[src/design/swsr_pkg.sv]
`default_nettype none

package swsr_pkg;

    localparam int BITS_PER_BYTE = 8;
    localparam int BIT_CNT_W     = $clog2(BITS_PER_BYTE);
    localparam int TICK_W        = 16;
    localparam int DELAY_W       = 8;
    localparam int FRAME_W       = 4;
    localparam int BYTE_CNT_W    = 3;
    localparam int CFG_IDX_W     = 4;
    localparam int CFG_DATA_W    = 16;

    localparam logic [FRAME_W-1:0] MAX_FRAME_BYTES = FRAME_W'(8);

    localparam logic [CFG_IDX_W-1:0] REG_START_LOW    = CFG_IDX_W'(0);
    localparam logic [CFG_IDX_W-1:0] REG_START_HIGH   = CFG_IDX_W'(1);
    localparam logic [CFG_IDX_W-1:0] REG_SAMPLE_DELAY = CFG_IDX_W'(2);
    localparam logic [CFG_IDX_W-1:0] REG_FRAME_BYTES  = CFG_IDX_W'(3);

    localparam logic [TICK_W-1:0]  RST_START_LOW    = TICK_W'(18000);
    localparam logic [TICK_W-1:0]  RST_START_HIGH   = TICK_W'(20);
    localparam logic [DELAY_W-1:0] RST_SAMPLE_DELAY = DELAY_W'(30);
    localparam logic [FRAME_W-1:0] RST_FRAME_BYTES  = FRAME_W'(5);

    typedef enum logic [3:0] {
        PH_IDLE     = 4'd0,
        PH_START_LO = 4'd1,
        PH_START_HI = 4'd2,
        PH_RESP_A   = 4'd3,
        PH_RESP_B   = 4'd4,
        PH_RESP_C   = 4'd5,
        PH_BIT_RISE = 4'd6,
        PH_BIT_WAIT = 4'd7,
        PH_BIT_FALL = 4'd8
    } phase_t;

    typedef struct packed {
        logic [TICK_W-1:0]  start_low_ticks;
        logic [TICK_W-1:0]  start_high_ticks;
        logic [DELAY_W-1:0] sample_delay_ticks;
        logic [FRAME_W-1:0] bytes_per_frame;
    } cfg_t;

    typedef struct packed {
        logic                     drive_enable;
        logic                     drive_level;
        logic                     byte_valid;
        logic [BITS_PER_BYTE-1:0] data_byte;
        logic                     last_byte;
        logic                     busy_res;
    } result_t;

endpackage

`default_nettype wire

[src/design/single_wire_sensor_reader_top.sv]
`default_nettype none

// Host side of a single-wire humidity sensor link. Every input beat is one
// one-microsecond sample tick (start_req, line_level) and yields exactly one
// result beat carrying the line drive controls, an optional received byte
// with its end-of-frame flag, and the busy flag. One beat is taken per clock:
// the phase sequencer and the output register both load at the edge that
// accepts a beat, so its result is offered from the next cycle on, and
// in_ready stays high while that register is empty or being drained, so
// throughput is one tick per cycle unless out_ready holds it. Configuration
// (start pulse lengths, sample delay, bytes per frame) must be written through
// the cfg port only while no reading is in progress; the block does not
// enforce this. Writes to unknown indexes are dropped.
module single_wire_sensor_reader_top (
    input  wire logic                            clk,
    input  wire logic                            rst_n,
    input  wire logic                            in_valid,
    output wire logic                            in_ready,
    input  wire logic                            start_req,
    input  wire logic                            line_level,
    output wire logic                            out_valid,
    input  wire logic                            out_ready,
    output wire logic                            drive_enable,
    output wire logic                            drive_level,
    output wire logic                            byte_valid,
    output wire logic [swsr_pkg::BITS_PER_BYTE-1:0] data_byte,
    output wire logic                            last_byte,
    output wire logic                            busy_res,
    input  wire logic                            cfg_valid,
    output wire logic                            cfg_ready,
    input  wire logic [swsr_pkg::CFG_IDX_W-1:0]  cfg_index,
    input  wire logic [swsr_pkg::CFG_DATA_W-1:0] cfg_data
);

    swsr_pkg::cfg_t    cfg;
    swsr_pkg::result_t result;
    swsr_pkg::result_t res_reg;
    logic              out_valid_reg, out_valid_next;
    logic              step;

    assign cfg_ready = 1'b1;
    assign in_ready  = !out_valid_reg || out_ready;
    assign step      = in_valid && in_ready;

    swsr_cfg u_cfg (
        .clk      (clk),
        .rst_n    (rst_n),
        .wr_en    (cfg_valid && cfg_ready),
        .wr_index (cfg_index),
        .wr_data  (cfg_data),
        .cfg      (cfg)
    );

    swsr_fsm u_fsm (
        .clk        (clk),
        .rst_n      (rst_n),
        .step       (step),
        .start_req  (start_req),
        .line_level (line_level),
        .cfg        (cfg),
        .result     (result)
    );

    always_comb
    begin
        out_valid_next = out_valid_reg;
        if (step)
            out_valid_next = 1'b1;
        else if (out_ready)
            out_valid_next = 1'b0;
    end

    always_ff @(posedge clk or negedge rst_n)
    begin
        if (!rst_n)
            out_valid_reg <= 1'b0;
        else
            out_valid_reg <= out_valid_next;
    end

    always_ff @(posedge clk)
    begin
        if (step)
            res_reg <= result;
    end

    assign out_valid    = out_valid_reg;
    assign drive_enable = res_reg.drive_enable;
    assign drive_level  = res_reg.drive_level;
    assign byte_valid   = res_reg.byte_valid;
    assign data_byte    = res_reg.data_byte;
    assign last_byte    = res_reg.last_byte;
    assign busy_res     = res_reg.busy_res;

    a_last_has_byte: assert property (@(posedge clk) disable iff (!rst_n)
        out_valid && last_byte |-> byte_valid)
        else $error("last_byte without byte_valid");

    a_last_ends_busy: assert property (@(posedge clk) disable iff (!rst_n)
        out_valid && last_byte |-> !busy_res)
        else $error("frame end left the reader busy");

    a_drive_is_busy: assert property (@(posedge clk) disable iff (!rst_n)
        out_valid && drive_enable |-> busy_res && !byte_valid)
        else $error("line driven outside the start pulse");

    a_idle_byte_zero: assert property (@(posedge clk) disable iff (!rst_n)
        out_valid && !byte_valid |-> data_byte == '0 && !last_byte)
        else $error("byte fields set without byte_valid");

    a_beat_lands: assert property (@(posedge clk) disable iff (!rst_n)
        in_valid && in_ready |=> out_valid)
        else $error("accepted tick produced no result");

endmodule

`default_nettype wire

[src/design/swsr_cfg.sv]
`default_nettype none

module swsr_cfg (
    input  wire logic                               clk,
    input  wire logic                               rst_n,
    input  wire logic                               wr_en,
    input  wire logic [swsr_pkg::CFG_IDX_W-1:0]     wr_index,
    input  wire logic [swsr_pkg::CFG_DATA_W-1:0]    wr_data,
    output swsr_pkg::cfg_t                          cfg
);

    swsr_pkg::cfg_t cfg_reg;
    swsr_pkg::cfg_t cfg_next;

    always_comb
    begin
        cfg_next = cfg_reg;
        if (wr_en)
        begin
            case (wr_index)
                swsr_pkg::REG_START_LOW:
                    cfg_next.start_low_ticks = wr_data[swsr_pkg::TICK_W-1:0];
                swsr_pkg::REG_START_HIGH:
                    cfg_next.start_high_ticks = wr_data[swsr_pkg::TICK_W-1:0];
                swsr_pkg::REG_SAMPLE_DELAY:
                    cfg_next.sample_delay_ticks = wr_data[swsr_pkg::DELAY_W-1:0];
                swsr_pkg::REG_FRAME_BYTES:
                    cfg_next.bytes_per_frame = wr_data[swsr_pkg::FRAME_W-1:0];
                default:
                    cfg_next = cfg_reg;
            endcase
        end
    end

    always_ff @(posedge clk or negedge rst_n)
    begin
        if (!rst_n)
        begin
            cfg_reg.start_low_ticks    <= swsr_pkg::RST_START_LOW;
            cfg_reg.start_high_ticks   <= swsr_pkg::RST_START_HIGH;
            cfg_reg.sample_delay_ticks <= swsr_pkg::RST_SAMPLE_DELAY;
            cfg_reg.bytes_per_frame    <= swsr_pkg::RST_FRAME_BYTES;
        end
        else
        begin
            cfg_reg <= cfg_next;
        end
    end

    assign cfg = cfg_reg;

endmodule

`default_nettype wire

[src/design/swsr_fsm.sv]
`default_nettype none

module swsr_fsm (
    input  wire logic       clk,
    input  wire logic       rst_n,
    input  wire logic       step,
    input  wire logic       start_req,
    input  wire logic       line_level,
    input  wire swsr_pkg::cfg_t cfg,
    output swsr_pkg::result_t result
);

    localparam int TW = swsr_pkg::TICK_W;
    localparam int BW = swsr_pkg::BIT_CNT_W;
    localparam int CW = swsr_pkg::BYTE_CNT_W;
    localparam int FW = swsr_pkg::FRAME_W;
    localparam int DW = swsr_pkg::BITS_PER_BYTE;

    swsr_pkg::phase_t phase_reg, phase_next;
    logic [TW-1:0]    tick_reg, tick_next;
    logic [BW-1:0]    bit_cnt_reg, bit_cnt_next;
    logic [CW-1:0]    byte_cnt_reg, byte_cnt_next;
    logic [DW-1:0]    shift_reg, shift_next;

    logic [TW-1:0] tick_inc;
    logic [FW-1:0] frame_len;
    logic          frame_done;
    logic          byte_fire;

    assign tick_inc = tick_reg + TW'(1);

    // frame length clamped to 1..8
    always_comb
    begin
        if (cfg.bytes_per_frame == FW'(0))
            frame_len = FW'(1);
        else if (cfg.bytes_per_frame > swsr_pkg::MAX_FRAME_BYTES)
            frame_len = swsr_pkg::MAX_FRAME_BYTES;
        else
            frame_len = cfg.bytes_per_frame;
    end

    assign frame_done = ((FW'(byte_cnt_reg) + FW'(1)) >= frame_len);
    assign byte_fire  = (phase_reg == swsr_pkg::PH_BIT_FALL) && !line_level
                        && (bit_cnt_reg == BW'(0));

    always_comb
    begin
        phase_next    = phase_reg;
        tick_next     = tick_reg;
        bit_cnt_next  = bit_cnt_reg;
        byte_cnt_next = byte_cnt_reg;
        shift_next    = shift_reg;
        case (phase_reg)
            swsr_pkg::PH_IDLE:
            begin
                if (start_req)
                begin
                    // request tick is already the first low tick
                    phase_next    = swsr_pkg::PH_START_LO;
                    tick_next     = TW'(1);
                    bit_cnt_next  = '0;
                    byte_cnt_next = '0;
                    shift_next    = '0;
                end
            end
            swsr_pkg::PH_START_LO:
            begin
                if (tick_reg >= cfg.start_low_ticks)
                begin
                    phase_next = swsr_pkg::PH_START_HI;
                    tick_next  = TW'(1);
                end
                else
                    tick_next = tick_inc;
            end
            swsr_pkg::PH_START_HI:
            begin
                if (tick_reg >= cfg.start_high_ticks)
                begin
                    phase_next = swsr_pkg::PH_RESP_A;
                    tick_next  = '0;
                end
                else
                    tick_next = tick_inc;
            end
            swsr_pkg::PH_RESP_A:
            begin
                if (!line_level)
                    phase_next = swsr_pkg::PH_RESP_B;
            end
            swsr_pkg::PH_RESP_B:
            begin
                if (line_level)
                    phase_next = swsr_pkg::PH_RESP_C;
            end
            swsr_pkg::PH_RESP_C:
            begin
                if (!line_level)
                    phase_next = swsr_pkg::PH_BIT_RISE;
            end
            swsr_pkg::PH_BIT_RISE:
            begin
                if (line_level)
                begin
                    phase_next = swsr_pkg::PH_BIT_WAIT;
                    tick_next  = '0;
                end
            end
            swsr_pkg::PH_BIT_WAIT:
            begin
                tick_next = tick_inc;
                if (tick_inc >= TW'(cfg.sample_delay_ticks))
                begin
                    shift_next   = {shift_reg[DW-2:0], line_level};
                    bit_cnt_next = bit_cnt_reg + BW'(1);
                    phase_next   = swsr_pkg::PH_BIT_FALL;
                end
            end
            swsr_pkg::PH_BIT_FALL:
            begin
                if (!line_level)
                begin
                    phase_next = swsr_pkg::PH_BIT_RISE;
                    if (bit_cnt_reg == BW'(0))
                    begin
                        shift_next = '0;
                        if (frame_done)
                        begin
                            byte_cnt_next = '0;
                            phase_next    = swsr_pkg::PH_IDLE;
                        end
                        else
                            byte_cnt_next = byte_cnt_reg + CW'(1);
                    end
                end
            end
            default:
                phase_next = swsr_pkg::PH_IDLE;
        endcase
    end

    // outputs reflect the phase reached at the end of the tick
    always_comb
    begin
        result.drive_enable = (phase_next == swsr_pkg::PH_START_LO)
                              || (phase_next == swsr_pkg::PH_START_HI);
        result.drive_level  = (phase_next == swsr_pkg::PH_START_HI);
        result.byte_valid   = byte_fire;
        result.data_byte    = byte_fire ? shift_reg : '0;
        result.last_byte    = byte_fire && frame_done;
        result.busy_res     = (phase_next != swsr_pkg::PH_IDLE);
    end

    always_ff @(posedge clk or negedge rst_n)
    begin
        if (!rst_n)
        begin
            phase_reg    <= swsr_pkg::PH_IDLE;
            tick_reg     <= '0;
            bit_cnt_reg  <= '0;
            byte_cnt_reg <= '0;
            shift_reg    <= '0;
        end
        else if (step)
        begin
            phase_reg    <= phase_next;
            tick_reg     <= tick_next;
            bit_cnt_reg  <= bit_cnt_next;
            byte_cnt_reg <= byte_cnt_next;
            shift_reg    <= shift_next;
        end
    end

endmodule

`default_nettype wire

[config.mk]
export PLATFORM = sky130hd
export DESIGN_NAME = single_wire_sensor_reader_top
export DESIGN_NICKNAME = d
export VERILOG_FILES = /design/src/design/swsr_pkg.sv /design/src/design/single_wire_sensor_reader_top.sv /design/src/design/swsr_cfg.sv /design/src/design/swsr_fsm.sv
export SDC_FILE = /design/constraint.sdc
export NUM_CORES = 1
export LEC_CHECK = 0
export BUFFER_PORTS_ARGS = -buffer_cell sky130_fd_sc_hd__buf_2
export CAP_MARGIN = 20
export CORE_MARGIN = 2
export CORE_UTILIZATION = 58
export DETAILED_ROUTE_END_ITERATION = 10
export PLACE_DENSITY = 0.75
export SLEW_MARGIN = 10
export SYNTH_ARGS = -nofsm -noshare
export SYNTH_HDL_FRONTEND = slang
export SYNTH_SLANG_ARGS = --single-unit
[constraint.sdc]
create_clock -name clk -period 3.8 [get_ports clk]
set_clock_uncertainty 0.2 [all_clocks]
set_input_delay 0.76 -clock clk [delete_from_list [all_inputs] [get_ports clk]]
set_output_delay 0.76 -clock clk [all_outputs]
set_load 0.02 [all_outputs]
==> out/results.tsv <==
metric	value	unit
Post-CTS Setup Repair Bufs	0	
CTS resizes	0	
RR Startpoint	u_fsm.tick_reg[1]	
DRT iter0 DRCs	280	
Die Span Y	101.3	um
vias per std cell	5.922	
sequential share of power	0.399	
Setup TNS	0	ns
vias	4264	
Initial Util	0.5969	
Top Ports	43	
Placement Cell Area	0.005766	sq mm
Die Wd	101.3	um
sw power	0.001669	W
Overflow after GRT	0	
worst-margin pin slew	0.7953	ns
placed wire-length estimate	8.395	mm
post-synthesis cell type count	65	
R2R depth	11	
Slew HR	0.4685	
kind of end point of the critical path	flip-flop	
worst skew pair latency	0.37	ns
max FFs per register	44	
Cells after Synth	571	
Synth Flop Type	dfrtp_1	
VDD IR max	0.2754	mV
sw frac	0.4279	
Clock Sink Count	92	
hold-fix buffers at CTS	0	
sequential fraction of the synthesis area	0.4342	
PD cells	653.0	mW/mm^2
CTS tree	done	
share of cells above drive strength 1	0.1888	
final setup fails	0	
post-synthesis register bit count	92	
DIE AREA	0.01026	sq mm
H-Tree Depth	3	
logic gate share of total power	0.434	
Area Growth Syn to Fin	8.844	%
Routed Antenna Nets	0	
placed cell count	703	
Clock Path Buffers	2	
Num CTS Buffers	9	
RSZ-0062 raised after global routing	no	
antenna violations before repair	0	
via count of the first global-routing pass	4079	
run status	finished clean	
clock-pin slew on the worst setup and hold paths	0.10	ns
GPL Wtd Cong	0.8712	
CP Data Arrival Time	3.33	ns
Max-Cap Viols	0	
Post-synth EDFFs	13	
internal power	0.002232	W
Post-Place Worst Slack	0.4911	ns
ys async rst share	0.8587	
syn_nets	646	
WL/cell	16.00	um
Fmax	292.7	MHz
mapped cell area	0.005489	sq mm
Worst Setup Slack, final	0.3837	ns
min cycle time layout	3.416	ns
Fin. Hold Viols	0	
Routed WL	11.52	mm
CORE AREA	0.009196	sq mm
DR DRC count	0	
Max FO, Critical Path	8	
Req. time, crit path	3.72	ns
syn_area_per_cell	9.613	sq um
Lkg Pwr	2.717	nW
final-stage net count	679	
nature of the critical path startpoint	flip-flop	
PortBufs	41	
TritonRoute pass-1 iters	5	
FF-to-FF End	busy_res	
reg-to-reg slack, setup	0.38	ns
crit path kind	flip-flop to flip-flop	
Total GRT Usage	0.2406	
type of the most critical hold path	primary input to async pin	
clock group share of total power	0.166	
first-pass GRT wire length	19.35	mm
largest net degree at the start of global routing	80	
final antenna diode count	0	
fin area	0.005974	sq mm
period utilization	0.8990	
root buf cell	clkbuf_8	
FP Rows	35	
Final Util	0.6497	
Max Slew Vio Count	0	
Warnings, synthesis	0	
Final Non-Filler Cells	720	
## cells by family (layout without fill, tap and decap cells)
| logic type | after synthesis | after routing | share of synthesized area |
|---|---|---|---|
| muxes | 28 | 28 | 0.05744 |
| adders and majority gates | 48 | 48 | 0.1094 |
| and+or+nand+nor | 177 | 177 | 0.1625 |
| DFF | 92 | 92 | 0.4342 |
| xor gates and xnor gates | 10 | 10 | 0.01596 |
| AOI/OAI and AO/OA | 138 | 138 | 0.1637 |
| other | 1 | 1 | 0.0006832 |
| buffers and inverters | 77 | 115 | 0.05607 |
## per-stage QoR
step | power [W] | hold WS [ns]
after floorplan | 0.002781 | 0.2577
after CTS | 0.003890 | 0.3128
after global routing | 0.004233 | 0.1820
after detailed placement | 0.003235 | 0.2819
after global placement | 0.003155 | 0.2792
final | 0.003901 | 0.1556
## synthesized netlist by cell type (all sizes together), types with 3 or more instances
master	number	share of area
inv	52	0.036
a21oi	24	0.023
a21o	7	0.0096
nand2	63	0.043
nor3	23	0.021
nand2b	5	0.0057
a32o	3	0.0055
mux2	25	0.052
o21a	3	0.0041
nand4	5	0.0084
mux2i	3	0.0055
or4	3	0.0041
and2	10	0.012
dfrtp	66	0.30
nor2	25	0.017
a31oi	7	0.0091
edfxtp	13	0.071
a22o	11	0.018
nor4	4	0.0073
xor2	3	0.0048
o21ai	55	0.051
clkbuf	17	0.012
or3	8	0.0091
nor2b	6	0.0068
buf	8	0.0089
a211oi	8	0.013
o211ai	4	0.0055
nand3	14	0.013
dfstp	13	0.062
ha	48	0.11
xnor2	7	0.011
or2	3	0.0034
## area by class of cell
cell class,instances,area [sq um]
inverters,52,195.2
flip-flops and latches,92,2384
well taps,111,138.9
multi-input cells,402,2803
clock buffers,9,123.9
clock inverters,7,65.06
repair buffers,47,265.3
fillers,768,3222
## power groups by stage
| stage | sequential (W) | combinational (W) | clock [W] |
|---|---|---|---|
| final | 0.00156 | 0.00169 | 0.000648 |
| after global routing | 0.00160 | 0.00193 | 0.000704 |
| after CTS | 0.00155 | 0.00168 | 0.000660 |
| after detailed placement | 0.00157 | 0.00167 | 0 |
| after global placement | 0.00155 | 0.00160 | 0 |
| after floorplan | 0.00143 | 0.00135 | 0 |
## placed cells by master, fill, tap and decap left out, types with 14 or more instances in the layout
cell type and count:
nor3_1 22, nand2_1 63, a21oi_1 23, inv_1 52, ha_1 48, dfrtp_1 66
nand3_1 14, buf_2 40, mux2_2 24, o21ai_0 52, nor2_1 25
## how the worst max path moves through the flow
stage	slack, ns	to	start
2_1_floorplan	0.65	u_fsm.bit_cnt_reg[0]	u_fsm.tick_reg[2]
3_3_place_gp	0.60	u_fsm.shift_reg[0]	u_fsm.tick_reg[2]
3_5_place_dp	0.49	busy_res	u_fsm.tick_reg[0]
4_1_cts	0.43	busy_res	u_fsm.tick_reg[1]
5_1_grt	0.20	busy_res	u_fsm.tick_reg[0]
6_report	0.38	busy_res	u_fsm.tick_reg[1]
## worst max-delay path: stages, from the launching register on
cell and delay, ns:
dfrtp_1 0.47, ha_1 0.26, nand3_1 0.27, or2_2 0.42
xnor2_1 0.14, ha_1 0.31, nor2b_1 0.15, o21ai_0 0.07
and3_1 0.20, nand3_1 0.16, o21ba_2 0.16, or3b_1 0.35
## per-layer routing
metal,wire length [um],global-route usage,vias to the layer above,share of wire
met3,517,0.05038,19,0.045
met1,5339,0.3311,2050,0.46
met5,0,0,-,0
li1,-,-,2091,-
met2,5434,0.3744,104,0.47
met4,232,0.09667,0,0.020
(Power assumes the default switching activity.)
